[config.mk]
export PLATFORM = sky130hd
export DESIGN_NAME = audio_module_frame_receiver
export DESIGN_NICKNAME = d
export VERILOG_FILES = /design/src/rtl/amfr_pkg.sv /design/src/rtl/audio_module_frame_receiver.sv /design/src/rtl/amfr_frame.sv
export SDC_FILE = /design/constraint.sdc
export NUM_CORES = 1
export LEC_CHECK = 0
export BUFFER_PORTS_ARGS = -buffer_cell sky130_fd_sc_hd__buf_4
export CAP_MARGIN = 20
export CORE_ASPECT_RATIO = 1.5
export CORE_MARGIN = 2
export CORE_UTILIZATION = 30
export CTS_CLUSTER_SIZE = 30
export DETAILED_ROUTE_END_ITERATION = 7
export GPL_TIMING_DRIVEN = 0
export PLACE_DENSITY = 0.48
export SYNTH_ARGS = -nofsm -noshare
export SYNTH_HDL_FRONTEND = slang
export SYNTH_SLANG_ARGS = --single-unit
[constraint.sdc]
create_clock -name clk -period 3.5 [get_ports clk]
set_input_delay 0.7 -clock clk [delete_from_list [all_inputs] [get_ports clk]]
set_output_delay 0.7 -clock clk [all_outputs]
set_load 0.05 [all_outputs]
[src/rtl/amfr_pkg.sv]
// ----------------------------------------------------------------------------
// amfr_pkg
// Shared constants and types for the audio module frame receiver.
// ----------------------------------------------------------------------------
package amfr_pkg;

	localparam int FRAME_BYTES = 10;
	localparam int POS_W       = $clog2(FRAME_BYTES);
	localparam logic [POS_W-1:0] LAST_POS = POS_W'(FRAME_BYTES - 1);

	// byte positions inside a frame
	localparam logic [POS_W-1:0] POS_START   = POS_W'(0);
	localparam logic [POS_W-1:0] POS_SUM_LO  = POS_W'(1);
	localparam logic [POS_W-1:0] POS_SUM_HI  = POS_W'(6);
	localparam logic [POS_W-1:0] POS_CMD     = POS_W'(3);
	localparam logic [POS_W-1:0] POS_FEED    = POS_W'(4);
	localparam logic [POS_W-1:0] POS_PARAM_H = POS_W'(5);
	localparam logic [POS_W-1:0] POS_PARAM_L = POS_W'(6);
	localparam logic [POS_W-1:0] POS_CHK_H   = POS_W'(7);
	localparam logic [POS_W-1:0] POS_CHK_L   = POS_W'(8);

	// configuration register indexes
	localparam logic REG_START_MARKER = 1'b0;
	localparam logic REG_END_MARKER   = 1'b1;

	localparam logic [7:0] START_MARKER_RST = 8'h7E;
	localparam logic [7:0] END_MARKER_RST   = 8'hEF;

	localparam logic [7:0]  CMD_POWER_ON   = 8'h3F;
	localparam logic [7:0]  CMD_TRACK_DONE = 8'h3D;
	localparam logic [15:0] PARAM_CARD     = 16'h0002;

	localparam logic [1:0] EV_NONE           = 2'd0;
	localparam logic [1:0] EV_CARD_ONLINE    = 2'd1;
	localparam logic [1:0] EV_TRACK_FINISHED = 2'd2;

	typedef struct packed {
		logic        frame_ok;
		logic        marker_error;
		logic        checksum_error;
		logic [7:0]  command_code;
		logic [7:0]  feedback_flag;
		logic [15:0] parameter_word;
		logic [1:0]  event_code;
	} result_t;

	typedef struct packed {
		logic step;   // byte moves into the frame state this cycle
		logic last;   // byte in the input register closes the frame
	} frame_ctl_t;

	function automatic logic [1:0] decode_event(input logic [7:0] cmd,
			input logic [15:0] param);
		logic [1:0] ev;
		ev = EV_NONE;
		if (cmd == CMD_POWER_ON && param == PARAM_CARD) begin
			ev = EV_CARD_ONLINE;
		end else if (cmd == CMD_TRACK_DONE) begin
			ev = EV_TRACK_FINISHED;
		end
		return ev;
	endfunction

endpackage

[src/rtl/audio_module_frame_receiver.sv]
// ----------------------------------------------------------------------------
// audio_module_frame_receiver
// Groups received serial bytes into fixed ten-byte frames and reports the
// marker and checksum checks and the decoded event once per frame.
// ----------------------------------------------------------------------------
//  channel  | signals                         | moves
//  rx       | rx_valid, rx_stall, rx_byte     | one received byte per transfer
//  res      | res_valid, res_stall, fields    | one frame result per ten bytes
//  cfg      | cfg_write, cfg_index, cfg_data  | marker register write
//
// one byte per cycle while a closing byte is not held by res_stall: input register, frame logic, result register
// a result is loaded into the result register after its tenth byte has passed the
// input register, and waits while the previous result is still stalled
// reset clears the byte count, so framing starts from the first byte after it
// res_stall holds back only a closing byte; other bytes keep flowing
// ----------------------------------------------------------------------------
module audio_module_frame_receiver (
	input  logic        clk,
	input  logic        arst_n,
	input  logic        rx_valid,
	output logic        rx_stall,
	input  logic [7:0]  rx_byte,
	output logic        res_valid,
	input  logic        res_stall,
	output logic        frame_ok,
	output logic        marker_error,
	output logic        checksum_error,
	output logic [7:0]  command_code,
	output logic [7:0]  feedback_flag,
	output logic [15:0] parameter_word,
	output logic [1:0]  event_code,
	input  logic        cfg_write,
	input  logic        cfg_index,
	input  logic [7:0]  cfg_data
);
	import amfr_pkg::*;

	logic       valid_s1;
	logic [7:0] byte_s1;
	logic [7:0] start_marker_q;
	logic [7:0] end_marker_q;
	logic       res_valid_q;
	result_t    res_q;
	result_t    frame_res;
	frame_ctl_t ctl;
	logic       out_free;
	logic       rx_take;

	assign out_free = !res_valid_q || !res_stall;
	assign ctl.step = valid_s1 && (!ctl.last || out_free);
	assign rx_stall = valid_s1 && !ctl.step;
	assign rx_take  = rx_valid && !rx_stall;

	always_ff @(posedge clk or negedge arst_n) begin
		if (!arst_n) begin
			start_marker_q <= START_MARKER_RST;
			end_marker_q   <= END_MARKER_RST;
		end else if (cfg_write) begin
			case (cfg_index)
				REG_START_MARKER: start_marker_q <= cfg_data;
				REG_END_MARKER:   end_marker_q   <= cfg_data;
				default:          ;
			endcase
		end
	end

	always_ff @(posedge clk or negedge arst_n) begin
		if (!arst_n) begin
			valid_s1 <= 1'b0;
		end else if (rx_take) begin
			valid_s1 <= 1'b1;
		end else if (ctl.step) begin
			valid_s1 <= 1'b0;
		end
	end

	always_ff @(posedge clk) begin
		if (rx_take) begin
			byte_s1 <= rx_byte;
		end
	end

	amfr_frame u_frame (
		.clk          (clk),
		.arst_n       (arst_n),
		.step         (ctl.step),
		.byte_in      (byte_s1),
		.start_marker (start_marker_q),
		.end_marker   (end_marker_q),
		.last         (ctl.last),
		.result       (frame_res)
	);

	always_ff @(posedge clk or negedge arst_n) begin
		if (!arst_n) begin
			res_valid_q <= 1'b0;
		end else if (ctl.step && ctl.last) begin
			res_valid_q <= 1'b1;
		end else if (!res_stall) begin
			res_valid_q <= 1'b0;
		end
	end

	always_ff @(posedge clk) begin
		if (ctl.step && ctl.last) begin
			res_q <= frame_res;
		end
	end

	assign res_valid      = res_valid_q;
	assign frame_ok       = res_q.frame_ok;
	assign marker_error   = res_q.marker_error;
	assign checksum_error = res_q.checksum_error;
	assign command_code   = res_q.command_code;
	assign feedback_flag  = res_q.feedback_flag;
	assign parameter_word = res_q.parameter_word;
	assign event_code     = res_q.event_code;

endmodule

[src/rtl/amfr_frame.sv]
// ----------------------------------------------------------------------------
// amfr_frame
// Frame state: byte position, running sum and held fields, plus the
// end-of-frame checks and event decode.
// ----------------------------------------------------------------------------
module amfr_frame (
	input  logic                clk,
	input  logic                arst_n,
	input  logic                step,
	input  logic [7:0]          byte_in,
	input  logic [7:0]          start_marker,
	input  logic [7:0]          end_marker,
	output logic                last,
	output amfr_pkg::result_t   result
);
	import amfr_pkg::*;

	logic [POS_W-1:0] pos_q;
	logic [15:0]      sum_q;
	logic             start_good_q;
	logic [7:0]       cmd_q;
	logic [7:0]       feed_q;
	logic [15:0]      param_q;
	logic [15:0]      check_q;
	logic             merr;
	logic             cerr;

	assign last = (pos_q >= LAST_POS);

	always_ff @(posedge clk or negedge arst_n) begin
		if (!arst_n) begin
			pos_q        <= '0;
			sum_q        <= '0;
			start_good_q <= 1'b0;
			cmd_q        <= '0;
			feed_q       <= '0;
			param_q      <= '0;
			check_q      <= '0;
		end else if (step) begin
			if (last) begin
				pos_q        <= '0;
				sum_q        <= '0;
				start_good_q <= 1'b0;
				cmd_q        <= '0;
				feed_q       <= '0;
				param_q      <= '0;
				check_q      <= '0;
			end else begin
				pos_q <= pos_q + POS_W'(1);
				if (pos_q == POS_START) begin
					start_good_q <= (byte_in == start_marker);
				end
				if (pos_q >= POS_SUM_LO && pos_q <= POS_SUM_HI) begin
					sum_q <= sum_q + {8'h00, byte_in};
				end
				if (pos_q == POS_CMD) begin
					cmd_q <= byte_in;
				end
				if (pos_q == POS_FEED) begin
					feed_q <= byte_in;
				end
				if (pos_q == POS_PARAM_H) begin
					param_q[15:8] <= byte_in;
				end
				if (pos_q == POS_PARAM_L) begin
					param_q[7:0] <= byte_in;
				end
				if (pos_q == POS_CHK_H) begin
					check_q[15:8] <= byte_in;
				end
				if (pos_q == POS_CHK_L) begin
					check_q[7:0] <= byte_in;
				end
			end
		end
	end

	// checksum is the two's complement of the sum, so the two add up to zero
	always_comb begin
		merr = !start_good_q || (byte_in != end_marker);
		cerr = ((check_q + sum_q) != 16'h0000);
		result.frame_ok       = !merr && !cerr;
		result.marker_error   = merr;
		result.checksum_error = cerr;
		result.command_code   = cmd_q;
		result.feedback_flag  = feed_q;
		result.parameter_word = param_q;
		result.event_code     = decode_event(cmd_q, param_q);
	end

endmodule

==> results of run 1 <==
cell type report:
| cell class | count | share of cell area [%] |
|---|---|---|
| Sequential cell | 132 | 44.4 |
| Buffer | 29 | 1.58 |
| Timing Repair Buffer | 62 | 6.23 |
| Clock inverter | 12 | 1.66 |
| Inverter | 14 | 0.658 |
| Multi-Input combinational cell | 446 | 35.8 |
| Tap cell | 272 | 4.26 |
| Clock buffer | 20 | 5.47 |
power groups by stage:
stage	combinational (uW)	clock, uW	sequential [uW]
after floorplan	1590	0	2570
after global placement	2310	0	2470
after detailed placement	2390	0	2480
after CTS	2400	1760	2460
after global routing	2700	1830	2510
final	2400	1710	2450
synthesized netlist by cell type (5+ instances only):
cell        n
a211o_1     5
a21o_1      8
a21oi_1    18
a22o_1      8
and3_1      7
buf_1       6
clkbuf_1   19
dfrtp_1    74
dfstp_2    13
edfxtp_1   45
ha_1       27
inv_1      13
mux2_2     16
nand2_1   123
nand2b_1    8
nand3_1    18
nand4_1     9
nor2_1     14
nor3_1      8
o211ai_1    6
o21a_1      7
o21ai_0    59
o21ai_1     5
xnor2_1    10
xor2_1     16
metrics by stage:
stage,setup TNS [ps],util [%],area [um2]
after floorplan,0,-,6580
after detailed placement,0,34.2,7400
final,0,36.9,7990
after global placement,-23750,34.1,7370
after CTS,0,36.8,7970
after global routing,0,36.9,7990
routing by layer:
layer	vias up	global-route usage, %	wire, um
met5	-	0	0
met4	0	6.40	433
met3	20	3.00	551
met2	93	26.1	8360
met1	2435	17.6	7090
li1	2415	-	-
registers in the layout, indices dropped and copies added (netlist names), 2 cells and up:
register,flops
parameter_word,16
u_frame.check_q,16
u_frame.param_q,16
u_frame.sum_q,16
byte_s1,8
command_code,8
end_marker_q,8
feedback_flag,8
start_marker_q,8
u_frame.cmd_q,8
u_frame.feed_q,8
u_frame.pos_q,4
event_code,2
critical path: cells and delay by family, from the launching register on:
| family | cells | cell delay, ps |
|---|---|---|
| AND/OR/NAND/NOR | 2 | 300 |
| flip-flops | 1 | 450 |
| buffers and inverters | 4 | 1070 |
| AO/OA/AOI/OAI | 2 | 660 |
| adder cells (fa/ha/maj) | 1 | 220 |
final timing paths:
path	depth (start not counted)	startpoint	end	slack [ps]
hold / removal	1	arst_n	start_marker_q[7]	290
setup reg to reg	9	u_frame.pos_q[0]	checksum_error	480
hold reg to reg	0	u_frame.feed_q[1]	feedback_flag[1]	440
min in group clk	0	u_frame.feed_q[1]	feedback_flag[1]	440
setup / recovery	9	u_frame.pos_q[0]	checksum_error	480
max in group asynchronous	2	arst_n	end_marker_q[0]	2520
logic make-up (layout without fill, tap and decap cells):
| family | Yosys count | in the layout | synth area share, % |
|---|---|---|---|
| muxes | 20 | 20 | 3.35 |
| buffers and inverters | 43 | 137 | 2.70 |
| and+or+nand+nor | 223 | 223 | 16.2 |
| AOI/OAI and AO/OA | 148 | 148 | 14.7 |
| adders and majority gates | 29 | 29 | 5.74 |
| xor gates and xnor gates | 26 | 26 | 3.46 |
| DFF | 132 | 132 | 53.9 |
==> qor.txt, run 1 <==
Status: completed
Rel. slew slack: 36.1%
Cell internal pwr: 4090 uW
Clock transition at path regs: 60 ps
Yosys top cell by area: dfrtp_1
Cts hold-fix bufs: 0
Clock skew: 8.13 ps
GRT overflow: 0
Sink Count: 132
Tot GR Track Use: 14.8%
Ys flop type: dfrtp_1
Max Fclk: 0.331 GHz
Slew Limit Fails: 0
DRC: 0
FILL cells: 2196
Vias: 4963
Rows: 66
YS warnings: 0
Flops & latches, synth: 132
Critical path's slowest cell: clkbuf_2
Worst-path fanout max: 24
Starting DRT DRC Count: 322
Post-CTS Repair Setup Buffers: 0
Final Non-Filler Cells: 987
Comb pwr share: 36.6%
Placed Cells: 954
CTS Buf Count: 17
Crit-path max cell delay: 530 ps
Drt first pass iters: 4
Cell Chain, Critical Path: inv_1 -> ha_1 -> nand2b_1 -> o21ai_1 -> o21a_1 -> nand2_1 -> inv_2 -> clkbuf_2 -> buf_16
Post-synth top area share: 28.1%
Net count, final: 753
Syn Nets: 672
I/O pins: 61
Die extent in x: 125 um
Switch share: 37.6%
CTS max path bufs: 2
CTS tree: yes
Clock power share: 26.1%
Clock latency on the worst-skew pair: 410 ps
Sequential share of power: 37.3%
Fin crit period: 3020 ps
H-Tree Depth: 4
Mapped Avg Cell Area: 10.6 um2
Post-synth EDFFs: 45
Register area: 3540 um2
Worst-margin pin slew: 956 ps
VDD IR max: 0.000280 V
DP Worst Slack: 451 ps
Register area share after synthesis: 53.9%
Global placer's final weighted congestion: 0.811
Kind of end point of the critical path: flip-flop
Area of the multi-input gates: 2860 um2
WS Path Type: reg2reg
Mapped cell area: 6580 um2
Pwr Total: 6560 uW
CP startpoint kind: flip-flop
Commonest cells after routing, fill and taps aside: nand2_1, dfrtp_1, buf_4
HPWL after DPL: 11800 um
Period utilisation layout: 86.2%
Final WL: 16400 um
Ant diodes: 0
Pwr/cell area: 821 nW/um2
Static leakage: 0.00337 uW
Synth cell types: 67
Mapped Cells: 621
First-pass GRT wire length: 26900 um
Layout cells sized above 1: 18.6%
Port bufs: 60
Number of global-route vias before repair: 5079
DRT antenna net count: 0
RSZ-0062 raised after global routing: false
Final setup fails: 0
Avg WL per Cell: 16.7 um
Antenna violations before repair: 0
Layout area overhead: 21.4%
Die height: 185 um
Tightest Hold Check Type: in2async
Hold Slack: 292 ps
Final worst setup slack: 483 ps
Post-cts sizing count: 0
Vias per cell: 5.03
Net switching power: 2470 uW
Most common cell after layout, fill and taps aside: nand2_1
Die area: 23200 um2
Largest cells by area after synthesis: dfrtp_1, edfxtp_1, nand2_1
Core Region: 21600 um2
Final hold vios: 0
CTS root buf: clkbuf_16
Initial Util: 30.4%
Largest net degree at the start of global routing: 88
Async SR Flop Fraction: 65.9%
Max-cap viol count: 0
Worst EP arrival: 3130 ps
Data required, critical path: 3610 ps
No activity file was read; power rests on OpenSTA's default activity.
==> run 2, diff against run 1 <==
--- a/config.mk
+++ b/config.mk
@@ -14,6 +14,7 @@
 export DETAILED_ROUTE_END_ITERATION = 7
 export GPL_TIMING_DRIVEN = 0
 export PLACE_DENSITY = 0.48
+export RECOVER_POWER = 25
 export SYNTH_ARGS = -nofsm -noshare
 export SYNTH_HDL_FRONTEND = slang
 export SYNTH_SLANG_ARGS = --single-unit
==> run 2 against run 1 <==
The run now ends with capacitance limit, slew limit left. Largest power group unchanged. Largest cell class unchanged. Die area is the same. Non-clock buffer count is the same. Via count grew 0.16%. Global-route usage is the same. Register-to-register slack is essentially flat. Sequential share of layout area is essentially flat. Highest routed layer unchanged. Critical path type unchanged.
==> qor.txt, run 2 (synthesis results as in run 1) <==
Status: complete, but fails checks (was completed)
Failing checks: capacitance limit, slew limit
RSZ-0062 raised after global routing: false (unchanged)
Pwr/cell area: 822 nW/um2 (was 821 nW/um2)
Reg2reg setup slack: 500 ps (was 480 ps)
Number of global-route vias before repair: 5079 (unchanged)
Max Fclk: 0.333 GHz (was 0.331 GHz)
Data required, critical path: 3610 ps (about the same)
Layout area overhead: 21.4% (about the same)
Commonest cells after routing, fill and taps aside: nand2_1, dfrtp_1, o21ai_0 (was nand2_1, dfrtp_1, buf_4)
Critical path's slowest cell: clkbuf_2 (unchanged)
First-pass GRT wire length: 26900 um (unchanged)
Die area: 23200 um2 (unchanged)
WS Path Type: reg2reg (unchanged)
Die height: 185 um (unchanged)
CTS max path bufs: 2 (unchanged)
Core Region: 21600 um2 (unchanged)
Tightest Hold Check Type: reg2reg (was in2async)
Worst-margin pin slew: 2530 ps (was 956 ps)
Crit-path max cell delay: 530 ps (about the same)
Vias: 4971 (was 4963)
Slew Limit Fails: 44 (was 0)
Vias per cell: 5.04 (was 5.03)
Clock transition at path regs: 60 ps (about the same)
Period utilisation layout: 85.8% (was 86.2%)
HPWL after DPL: 11800 um (unchanged)
Cell Chain, Critical Path: inv_1 -> ha_1 -> nand2b_1 -> o21ai_1 -> o21a_1 -> nand2_1 -> inv_2 -> clkbuf_2 -> buf_16 (unchanged)
Final hold vios: 0 (unchanged)
Final setup fails: 0 (unchanged)
Worst-path fanout max: 24 (unchanged)
Antenna violations before repair: 0 (unchanged)
Layout cells sized above 1: 18.5% (was 18.6%)
Port bufs: 60 (unchanged)
Rows: 66 (unchanged)
CTS tree: yes (unchanged)
Most common cell after layout, fill and taps aside: nand2_1 (unchanged)
Clock latency on the worst-skew pair: 410 ps (about the same)
Sink Count: 132 (unchanged)
Drt first pass iters: 4 (unchanged)
Die extent in x: 125 um (unchanged)
Starting DRT DRC Count: 327 (was 322)
Register area: 3540 um2 (unchanged)
Avg WL per Cell: 16.7 um (about the same)
Cts hold-fix bufs: 0 (unchanged)
H-Tree Depth: 4 (unchanged)
Kind of end point of the critical path: flip-flop (unchanged)
Final WL: 16400 um (about the same)
Tot GR Track Use: 14.8% (unchanged)
FILL cells: 2196 (unchanged)
VDD IR max: 0.000281 V (was 0.000280 V)
Static leakage: 0.00337 uW (about the same)
Global placer's final weighted congestion: 0.811 (unchanged)
CTS Buf Count: 17 (unchanged)
CP startpoint kind: flip-flop (unchanged)
DRC: 0 (unchanged)
Clock skew: 9.06 ps (was 8.13 ps)
Rel. slew slack: -68.5% (was 36.1%)
Setup TNS: 0 ps (unchanged)
CTS root buf: clkbuf_16 (unchanged)
Initial Util: 30.4% (unchanged)
Post-cts sizing count: 0 (unchanged)
Worst EP arrival: 3120 ps (was 3130 ps)
I/O pins: 61 (unchanged)
Post-CTS Repair Setup Buffers: 0 (unchanged)
Final Util: 36.9% (about the same)
Fin crit period: 3000 ps (was 3020 ps)
Ant diodes: 0 (unchanged)
Area of the multi-input gates: 2860 um2 (unchanged)
Max-cap viol count: 1 (was 0)
Net count, final: 753 (unchanged)
Largest net degree at the start of global routing: 88 (unchanged)
GRT overflow: 0 (unchanged)
DRT antenna net count: 0 (unchanged)
==> run 2: area by class of cell <==
| class | count | share of cell area, % |
|---|---|---|
| tap | 272 | 4.26 |
| multi-input combinational | 446 | 35.8 |
| inverter | 14 | 0.658 |
| sequential | 132 | 44.4 |
| clock inverter | 12 | 1.66 |
| buffer | 29 | 1.58 |
| clock buffer | 20 | 5.47 |
| timing repair buffer | 62 | 6.19 |
==> run 2: critical path: cells and delay by family (launching register included) <==
| family | cells | cell delay (ps) |
|---|---|---|
| AOI/OAI and AO/OA | 2 | 650 |
| adders and majority gates | 1 | 210 |
| buffers and inverters | 4 | 1070 |
| DFF | 1 | 450 |
| and+or+nand+nor | 2 | 310 |
==> run 2: path summary, 6_finish.rpt <==
check,startpoint,end,cells past startpoint
setup / recovery,u_frame.pos_q[0],checksum_error,9
hold / removal,u_frame.feed_q[1],feedback_flag[1],0
setup reg to reg,u_frame.pos_q[0],checksum_error,9
hold reg to reg,u_frame.feed_q[1],feedback_flag[1],0
max in group asynchronous,arst_n,u_frame.check_q[12],1
min in group asynchronous,arst_n,start_marker_q[7],1
==> run 2: metal layers <==
metal	share of wire (%)	GRT usage [%]	vias up	wire length, um
li1	-	-	2416	-
met1	43	17.6	2443	7100
met2	51	26.1	90	8360
met3	3.3	3.00	22	535
met4	2.7	6.40	0	444
met5	0	0	-	0
==> run 2: stage by stage <==
stage	instance area, um2	setup slack, ps	cells	power, uW	hold WS, ps
4_1_cts	7970	417	986	6620	442
5_1_grt	7980	227	987	7040	453
3_5_place_dp	7400	451	954	4870	434
6_report	7980	496	987	6560	443
3_3_place_gp	7370	-583	953	4790	435
2_1_floorplan	6580	413	621	4160	404
==> run 2: power breakdown <==
group	switching [uW]	internal, uW
Combinational	1470	930
Clock	665	1050
Sequential	336	2110
